===== config.mk =====
export PLATFORM = sky130hd
export DESIGN_NAME = vrtp_fifo
export DESIGN_NICKNAME = d
export VERILOG_FILES = /design/src/sv/vrtp_pkg.sv /design/src/sv/vrtp_fifo.sv
export SDC_FILE = /design/constraint.sdc
export NUM_CORES = 1
export LEC_CHECK = 0
export BUFFER_PORTS_ARGS = -buffer_cell sky130_fd_sc_hd__buf_2
export CORE_UTILIZATION = 61
export CTS_CLUSTER_SIZE = 8
export DETAILED_ROUTE_END_ITERATION = 16
export PLACE_DENSITY = 0.84
export SLEW_MARGIN = 15
export SYNTH_ARGS = -nofsm -noshare
export SYNTH_HDL_FRONTEND = slang
export SYNTH_SLANG_ARGS = --single-unit

===== constraint.sdc =====
create_clock -name clk -period 16.4 [get_ports clk]
set_clock_uncertainty 0.05 [all_clocks]
set_input_delay 0.82 -clock clk [delete_from_list [all_inputs] [get_ports clk]]
set_output_delay 0.82 -clock clk [all_outputs]
set_load 0.02 [all_outputs]

===== src/sv/vrtp_pkg.sv =====
// Shared types and constants for the vertex rotate/translate/project block.
// No dependencies; every other file but vrtp_checker imports this package.
package vrtp_pkg;

	// Configuration register indexes
	typedef enum logic [2:0] {
		REG_ROT0   = 3'd0,
		REG_ROT1   = 3'd1,
		REG_ROT2   = 3'd2,
		REG_TRANSX = 3'd3,
		REG_TRANSY = 3'd4,
		REG_TRANSZ = 3'd5,
		REG_OFFSET = 3'd6,
		REG_PLANE  = 3'd7
	} vrtp_reg_t;

	localparam int CFG_W  = 64;
	localparam int IN_W   = 48;
	localparam int OUT_W  = 256;
	localparam int RAW_W  = 46;
	localparam int NUM_W  = 61;
	localparam int DEN_W  = 29;
	localparam int QUO_W  = 34;
	localparam int QDEPTH = 4;
	localparam int QPTR_W = $clog2(QDEPTH);

	localparam logic signed [RAW_W-1:0] SAT_LO = -46'sd134217728;
	localparam logic signed [RAW_W-1:0] SAT_HI = 46'sd134213632;
	localparam logic signed [RAW_W-1:0] PZ_MAX = 46'sd268435455;
	localparam logic signed [36:0]      SCR_LO = -37'sd67108864;
	localparam logic signed [36:0]      SCR_HI = 37'sd67043328;

	typedef struct packed {
		logic [2:0][47:0] rot;
		logic [2:0][31:0] trans;
		logic [63:0]      offset;
		logic [15:0]      plane;
	} vrtp_cfg_t;

	// Results that need no division
	typedef struct packed {
		logic [15:0] ir_x;
		logic [15:0] ir_y;
		logic [15:0] ir_z;
		logic [27:0] fine_x;
		logic [27:0] fine_y;
		logic [27:0] fine_z;
		logic [15:0] sz;
		logic [27:0] pz;
	} vrtp_pass_t;

	// One queued vertex: finished fields plus the two division jobs
	typedef struct packed {
		vrtp_pass_t       pass;
		logic [NUM_W-1:0] num_x;
		logic [NUM_W-1:0] num_y;
		logic             neg_x;
		logic             neg_y;
		logic [DEN_W-1:0] den;
		logic             den_zero;
	} vrtp_job_t;

endpackage


===== src/sv/vrtp_fifo.sv =====
// Short job queue between the front end and the divide back end.
// Depends on vrtp_pkg.
module vrtp_fifo import vrtp_pkg::*; (
	input  logic      clk,
	input  logic      arst_n,
	input  logic      wr_valid,
	output logic      wr_ready,
	input  vrtp_job_t wr_job,
	output logic      rd_valid,
	input  logic      rd_ready,
	output vrtp_job_t rd_job
);

	vrtp_job_t mem [QDEPTH];
	logic [QPTR_W-1:0] wr_ptr_q, rd_ptr_q;
	logic [QPTR_W:0]   count_q;
	logic push, pop;

	assign wr_ready = (count_q != (QPTR_W+1)'(QDEPTH));
	assign rd_valid = (count_q != '0);
	assign push     = wr_valid && wr_ready;
	assign pop      = rd_valid && rd_ready;
	assign rd_job   = mem[rd_ptr_q];

	always_ff @(posedge clk or negedge arst_n) begin
		if (!arst_n) begin
			wr_ptr_q <= '0;
			rd_ptr_q <= '0;
			count_q  <= '0;
		end else begin
			if (push)
				wr_ptr_q <= wr_ptr_q + 1'b1;
			if (pop)
				rd_ptr_q <= rd_ptr_q + 1'b1;
			if (push && !pop)
				count_q <= count_q + 1'b1;
			else if (pop && !push)
				count_q <= count_q - 1'b1;
		end
	end

	always_ff @(posedge clk) begin
		if (push)
			mem[wr_ptr_q] <= wr_job;
	end

endmodule


==> summary by stage, run 1 <==
Outcome
The flow ran to the end, and the final reports show no timing, DRC or antenna violations.

Timing
The final setup violation count is 0. The count of final hold-check violations is 0. The final max-slew violation count is 0. Counting I/O delays and the setup requirement, the final critical path takes ~6.0 ns. The post-route fraction of the period consumed by the critical path is between 30% and 40%. The final sum of negative setup slack is 0 ns.

The worst relative slew slack is 17.5%. The maximum operating frequency is between 150 and 200 MHz. At the pin with the least slew margin, the transition time is between 1 and 1.5 ns. Setup repair after global routing left no endpoint under its margin.

Placement
In this run the tool buffered the top-level ports with roughly 670 buffer cells. The half-perimeter wire length after placement is 65.1 mm. The congestion estimate from routability-driven global placement came to ~0.8.

Floorplanning
The total I/O pin count is ~670. The floorplan die width is ~280 µm. The floorplan die area is 0.0799 mm². Once the floorplan was initialized, standard cells occupied about three fifths of the core. The total area inside the core boundary comes to a little under 0.08 mm². The number of core rows is 102.

The chip height is about 280 µm.

Worst hold path
In this run the worst hold path is classified as in -> reg. The startpoint of the lowest-slack hold path is wr_job[4].

Route
The first-pass iteration count of the detailed router is 5. After detailed routing, the number of remaining DRC violations is 0. The number of nets with antenna violations after routing is 0. The final layout contains routed wiring with a total length of between 100 and 150 mm. The routed via count divided by cell count is approximately 6.4.

Detailed routing inserted a total of roughly 23000 vias. The count of routing violations after the opening detailed-route iteration is 2543. Dividing the detail-routed wire length by the instance count gives around 34 µm.

Final layout
The filler cells instantiated in the layout total ~3900. The area growth from synthesis to layout is 19.8%. Once layout is complete, the utilization of the core stands at roughly three quarters. Cells with a size suffix above 1 make up between 40% and 50% of the layout. The net count of the finished layout is 2898.

Global route
The initial antenna violation count is 65. The via count of the first global-routing pass is between 20000 and 30000. Entering global routing, the biggest net connects about 160 pins. For this run the aggregate overflow at the end of global routing stands at 0. The overall track demand over capacity in global routing is between 30% and 40%. The first global-routing pass estimated 173 mm of wire.

Run
The number of max-capacitance violations reported is 0.

Clock network
The tree built by TritonCTS fans out to between 1000 and 1500 sinks. The clock transition time at the flip-flop clock pins of the worst setup and hold paths is about 0.06 ns. TritonCTS built the clock tree. The clock insertion delay at the later pin of the skew report is 0.75 ns. CTS built an H-tree with a depth of 4. The clock tree root driver cell is sky130_fd_sc_hd__clkbuf_16.

The maximum clock path buffer count is 3. The clock buffer count from CTS is 183. The post-CTS setup repair buffer count is 0.

Worst setup path
The critical path class is reg -> out. The critical path starts at rd_ptr_q[0]$_DFFE_PN0P_. Data arrives at the worst endpoint at ~5.2 ns. The data required time of the worst path is approximately 16 ns.

The startpoint type of the worst setup path is a flop. The startpoint of the worst-slack reg-to-reg timing path is count_q[1]$_DFFE_PN0P_. The critical-path maximum fanout is 48.

The kind of end point of the critical path is an output pin.

Pwr
The standby leakage power is between 15 and 20 nW. Power spread over the standard cell area amounts to 204 mW/mm². The maximum ir drop on the vdd rail is 0.181 mV.

Synthesis
For this run, the number of Yosys warnings is 0. The area of the mapped netlist is approximately 0.048 mm². After synthesis, the mean cell area works out to approximately 27 µm². The register bit count reported by yosys is about 1300.

The number of nets in the synthesized netlist is roughly 2100. Sequential elements use 82.9% of the synthesized area. Yosys mapped the design onto 18 distinct sky130hd cell types. In the synthesized netlist, the number of instances is between 1500 and 2000.
logic make-up (layout without fill, tap and decap cells):
group,after synthesis,count (layout),share of synthesized area [%]
AOI/OAI and AO/OA,1,1,0.0234
xor gates and xnor gates,6,6,0.109
adders and majority gates,6,6,0.172
buffers and inverters,77,913,1.19
DFF,1327,1327,82.9
muxes,332,332,15.5
other,0,50,0
and+or+nand+nor,10,10,0.107
critical path, stage by stage, from the launching register on:
cell and delay, ns:
sky130_fd_sc_hd__dfrtp_4 0.79, sky130_fd_sc_hd__buf_4 0.83, sky130_fd_sc_hd__buf_4 0.88, sky130_fd_sc_hd__buf_4 0.85
sky130_fd_sc_hd__mux4_2 0.65, sky130_fd_sc_hd__buf_2 0.19
stage by stage:
| stage | setup slack (ns) | cells | hold WS, ns | total power [mW] | area, µm² |
|---|---|---|---|---|---|
| finish | 10.36 | 3685 | 0.233 | 11.7 | 57600 |
| global route | 9.89 | 3671 | 0.205 | 12.1 | 57500 |
| CTS | 10.14 | 3635 | 0.185 | 11.8 | 57400 |
| detailed placement | 11.07 | 3412 | 0.503 | 8.22 | 52400 |
| global placement | 11.10 | 3412 | 0.461 | 8.09 | 52400 |
| floorplan | 7.02 | 1759 | 0.443 | 7.31 | 48000 |
cells in the mapped netlist:
cell | n | area [µm²]
sky130_fd_sc_hd__mux2_2 | 2 | 22.5
sky130_fd_sc_hd__clkbuf_1 | 7 | 26.3
sky130_fd_sc_hd__edfxtp_1 | 1320 | 39600
sky130_fd_sc_hd__nand3_1 | 1 | 5.00
sky130_fd_sc_hd__and2_1 | 4 | 25.0
sky130_fd_sc_hd__nor2_1 | 2 | 7.51
sky130_fd_sc_hd__xnor2_1 | 4 | 35.0
sky130_fd_sc_hd__inv_1 | 3 | 11.3
sky130_fd_sc_hd__xor2_1 | 2 | 17.5
sky130_fd_sc_hd__dfrtp_1 | 7 | 175
sky130_fd_sc_hd__fa_1 | 1 | 20.0
sky130_fd_sc_hd__or3_1 | 1 | 6.26
sky130_fd_sc_hd__nand2_1 | 2 | 7.51
sky130_fd_sc_hd__buf_6 | 32 | 360
sky130_fd_sc_hd__ha_1 | 5 | 62.6
sky130_fd_sc_hd__mux4_2 | 330 | 7430
sky130_fd_sc_hd__buf_2 | 35 | 175
sky130_fd_sc_hd__a21boi_2 | 1 | 11.3
registers in the layout, summed over array words and instances, names as in the netlist:
signal / count
count_q: 3
mem: 1320
rd_ptr_q: 2
wr_ptr_q: 2
timing repair:
item / 4_1_cts / 5_1_grt
hold buffers: 1 / 0
setup endpoints to repair: 0 / 0
endpoints found under the hold margin: 7 / 0
gates resized for setup: 0 / 0
cell usage in the layout (no fill, tap or decap), types with 2 or more instances in the layout:
cell type	n
sky130_fd_sc_hd__edfxtp_1	1320
sky130_fd_sc_hd__buf_2	665
sky130_fd_sc_hd__mux4_2	330
sky130_fd_sc_hd__clkbuf_16	185
sky130_fd_sc_hd__diode_2	50
sky130_fd_sc_hd__clkbuf_1	25
sky130_fd_sc_hd__buf_4	17
sky130_fd_sc_hd__clkinv_16	11
sky130_fd_sc_hd__ha_1	5
sky130_fd_sc_hd__dfrtp_1	5
sky130_fd_sc_hd__buf_12	5
sky130_fd_sc_hd__and2_4	4
sky130_fd_sc_hd__xnor2_1	4
sky130_fd_sc_hd__inv_1	3
sky130_fd_sc_hd__nor2_1	2
sky130_fd_sc_hd__nand2_1	2
sky130_fd_sc_hd__mux2_2	2
sky130_fd_sc_hd__xor2_1	2
sky130_fd_sc_hd__dfrtp_4	2
routing by layer:
layer  vias up  part of all wire (%)  global-route usage [%]
met3       332                    10                    10.9
met2      1567                    53                    53.2
met5         -                  0.19                       0
met4        38                   4.6                    16.4
met1     12200                    32                    34.7
li1       9273                     -                       -
power breakdown:
group	switching [mW]	internal (mW)
Clock	1.39	2.02
Sequential	0.260	4.51
Combinational	2.25	1.30
final cells by class:
type | count | area [µm²] | share of cell area, %
multi-input combinational | 355 | 7660 | 13.3
antenna | 50 | 125 | 0.217
clock buffer | 210 | 4720 | 8.21
sequential | 1327 | 39800 | 69.2
clock inverter | 12 | 350 | 0.609
inverter | 3 | 11.3 | 0.0196
timing repair buffer | 688 | 3570 | 6.20
tap | 1040 | 1300 | 2.26
worst paths after layout:
kind	to	slack (ns)	cells past startpoint
worst min-delay path	mem[3][4]$_DFFE_PP_	0.23	1
worst max register to register	mem[1][89]$_DFFE_PP_	12.14	5
min in group asynchronous	rd_ptr_q[0]$_DFFE_PN0P_	0.40	2
worst max-delay path	rd_job[118]	10.36	5
worst min register to register	count_q[2]$_DFFE_PN0P_	0.56	1
max in group asynchronous	rd_ptr_q[1]$_DFFE_PN0P_	15.70	2
(Power assumes the default switching activity.)
==> inputs of run 2 (changes only) <==
- CORE_UTILIZATION: 61 -> 51
- PLACE_DENSITY: 0.84 -> 0.75
- clock period: 16.4 -> 5 ns (I/O delays scaled with it)
==> run 2 against run 1 <==
  * Sequential cell count unchanged
  * Non-clock buffer count up 357
  * Via count up 3.1%
  * Wire length down 5.4%
  * Sequential power rose to 3.2 times the previous value
  * First-iteration DRC count up 0.39%
  * Count of clock-buffer cells in the layout down 2
  * Total power rose to 3.3 times the previous value
==> summary by stage, run 2 (synthesis results as in run 1) <==
Global route
Entering global routing, the biggest net connects a little under 100 pins. The initial antenna violation count was 15. The overall track demand over capacity in global routing is about 24%. The total congestion overflow after global routing is 0. The via count of the first global-routing pass is 26300.

The first-pass GRT wire length is between 150 and 200 mm.

Outcome
The run finished with clean final reports.

Pwr
The cell-internal power is between 20 and 30 mW. The switching power summed over all nets is 12.4 mW. Power spread over the standard cell area amounts to approximately 630 mW/mm². Across the VDD grid, the largest voltage drop is 0.632 mV. The analysis attributes to cell leakage a power of between 20 and 25 nW.

The sequential share of power is about 40%. The clock network burns between 20% and 30% of the power. The net switching fraction of the power is 32.2%. The combinational power share is a little under a third.

Placement
Once detailed placement completed, the half-perimeter wirelength came to slightly above 60 mm. The total cell area at the placement stage is between 0.05 and 0.06 mm². Routability-driven placement finished with a final weighted congestion of 0.777. Including well taps, the total number of placed cells is around 3700. The count of input and output buffers is 665.

Worst hold path
The class of the tightest hold or removal check is in -> reg. For hold timing, the worst endpoint is mem[3][231]$_DFFE_PP_. The worst hold path was traced through 2 stages. The startpoint of the lowest-slack hold path is wr_job[231].

Floorplanning
The starting density of the core is approximately 50%. The die is around 310 µm wide. The die covers 0.0954 mm².

In this run the standard cell core region covers between 0.09 and 0.1 mm². The total I/O pin count is 666. The chip height is 309 µm. The number of core rows is 112.

Route
The number of nets with antenna violations after routing is 0. The via count is 24200. For this run, design rule violations remaining after detail routing come to 0. The first-pass iteration count of the detailed router is 5. In the final routed layout, each cell accounts on average for approximately 28 µm. The count of routing violations after the opening detailed-route iteration is between 2000 and 3000. Dividing the detail-routed via count by the number of cells gives between 5 and 6. The routed design has around 120 mm of wire.

Timing
The final hold slack is 0.196 ns. The post-route fraction of the period consumed by the critical path is a little over two thirds. Derived from the worst setup path, the maximum achievable clock frequency is 283 MHz. Setup violations remaining at the end of the flow were counted as 0. The count of final hold-check violations is 0. The final max-slew violation count is 0. Summed over all failing endpoints, the final setup total negative slack is 0 ns. Setup repair after global routing left no endpoint under its margin. Subtracting the final worst setup slack from the clock period gives between 3 and 4 ns.

The slew of the pin with the lowest slew margin is 1.14 ns. The worst relative slew slack is approximately 24%.

Run
Max-cap violations in this run came to 0.

Final layout
The count of cells in the finished layout, fillers not included, comes to ~4200. The library cell used most frequently in the layout, excluding fill and tap cells, is sky130_fd_sc_hd__edfxtp_1. In the final layout, the multi-input gates occupy between 0.007 and 0.008 mm².

The finished layout cell area is between 0.06 and 0.07 mm². Counting the fill cells in the layout gives about 5700. The register with the most flip-flops in the layout has around 1300 of them.

Registers take between 0.03 and 0.04 mm². In the final design database the tool counted around 3300 nets. The largest registers in the layout are mem: 1320 flops, count_q: 3 flops. The area growth from synthesis to final layout is 27.8%. The proportion of layout cells with a drive suffix above 1 is between 40 and 50%. In the layout the commonest cells are 1320 x sky130_fd_sc_hd__edfxtp_1, 665 x sky130_fd_sc_hd__buf_2, 334 x sky130_fd_sc_hd__dlygate4sd3_1, 330 x sky130_fd_sc_hd__mux4_2, 189 x sky130_fd_sc_hd__clkbuf_16. The post-route core utilization is 65.8%. The register with the highest flop count is mem.

Worst setup path
The endpoint identified for the worst register-to-register timing path is mem[0][22]$_DFFE_PP_. The cell depth of the worst flop-to-flop path is 4. The startpoint type of the worst setup path is a flop. The critical-path maximum fanout is 42. The data required time of the worst path is about 4.7 ns. The startpoint of the worst-slack reg-to-reg timing path is count_q[0]$_DFFE_PN0P_. The critical path is of the reg -> out type. The setup slack of the worst register-to-register path is between 2 and 2.5 ns.

The worst setup path is captured at an output pin. STA puts the critical path data arrival time at roughly 3.2 ns.

Clock network
The level count of the clock H-tree is 4. The quantity of gates resized following cts is 0. Clock latency on the worst-skew pair, taken at its later pin, is roughly 0.75 ns. Counting the buffers created by CTS gives 185. Clock-pin slew was measured on the worst setup and hold paths at 0.05 ns. The number of clock sinks seen by CTS is roughly 1300. The CTS tree is done. The cell sitting at the root of the clock tree is a sky130_fd_sc_hd__clkbuf_16. The maximum clock path buffer count is 3.
## run 2: critical path: stages (launching register included)
cell	delay (ns)
sky130_fd_sc_hd__dfrtp_4	1.07
sky130_fd_sc_hd__buf_4	0.59
sky130_fd_sc_hd__mux4_2	0.62
sky130_fd_sc_hd__buf_2	0.19
## run 2: power by group through the flow
stage | logic, mW | registers (mW) | clock network [mW]
after CTS | 11.8 | 15.4 | 11.2
after global routing | 12.4 | 15.6 | 11.8
after detailed placement | 11.4 | 15.6 | 0
final | 11.8 | 15.5 | 11.2
after global placement | 11.4 | 15.4 | 0
after floorplan | 7.93 | 15.6 | 0
## run 2: through the flow
stage | setup slack (ns) | power, mW
finish | 1.46 | 38.5
global route | 1.23 | 39.8
CTS | 1.35 | 38.5
detailed placement | 2.09 | 27.0
global placement | 2.21 | 26.8
floorplan | -0.319 | 23.5
## run 2: cell type report
cell class              count  area share, %
clock buffers             208           7.82
repair buffers           1045           11.8
flip-flops and latches   1327           64.9
well taps                1254           2.56
clock inverters            15          0.434
diodes                     15         0.0611
inverters                   3         0.0183
multi-input cells         355           12.5
## run 2: per-layer routing
layer / routed length (µm) / global-route usage (%) / vias up
met3: 10100 / 7.17 / 251
met5: 57 / 0 / -
met1: 40400 / 27.9 / 12600
met4: 4170 / 10.6 / 8
li1: - / - / 9976
met2: 62700 / 42.7 / 1301
## run 2: how the worst max path moves through the flow
stage	cells past startpoint	end	startpoint	slack (ns)
after global routing	3	rd_job[324]	rd_ptr_q[0]$_DFFE_PN0P_	1.23
final	3	rd_job[324]	rd_ptr_q[0]$_DFFE_PN0P_	1.46
after floorplan	3	mem[0][0]$_DFFE_PP_	count_q[0]$_DFFE_PN0P_	-0.32
after global placement	3	rd_job[78]	rd_ptr_q[0]$_DFFE_PN0P_	2.21
after detailed placement	4	mem[0][93]$_DFFE_PP_	count_q[0]$_DFFE_PN0P_	2.09
after CTS	3	rd_job[230]	rd_ptr_q[0]$_DFFE_PN0P_	1.35
## run 2: timing repair
action / CTS / global route
hold buffers: 334 / 0
endpoints found under the hold margin: 1332 / 0
setup buffers: 0 / 0
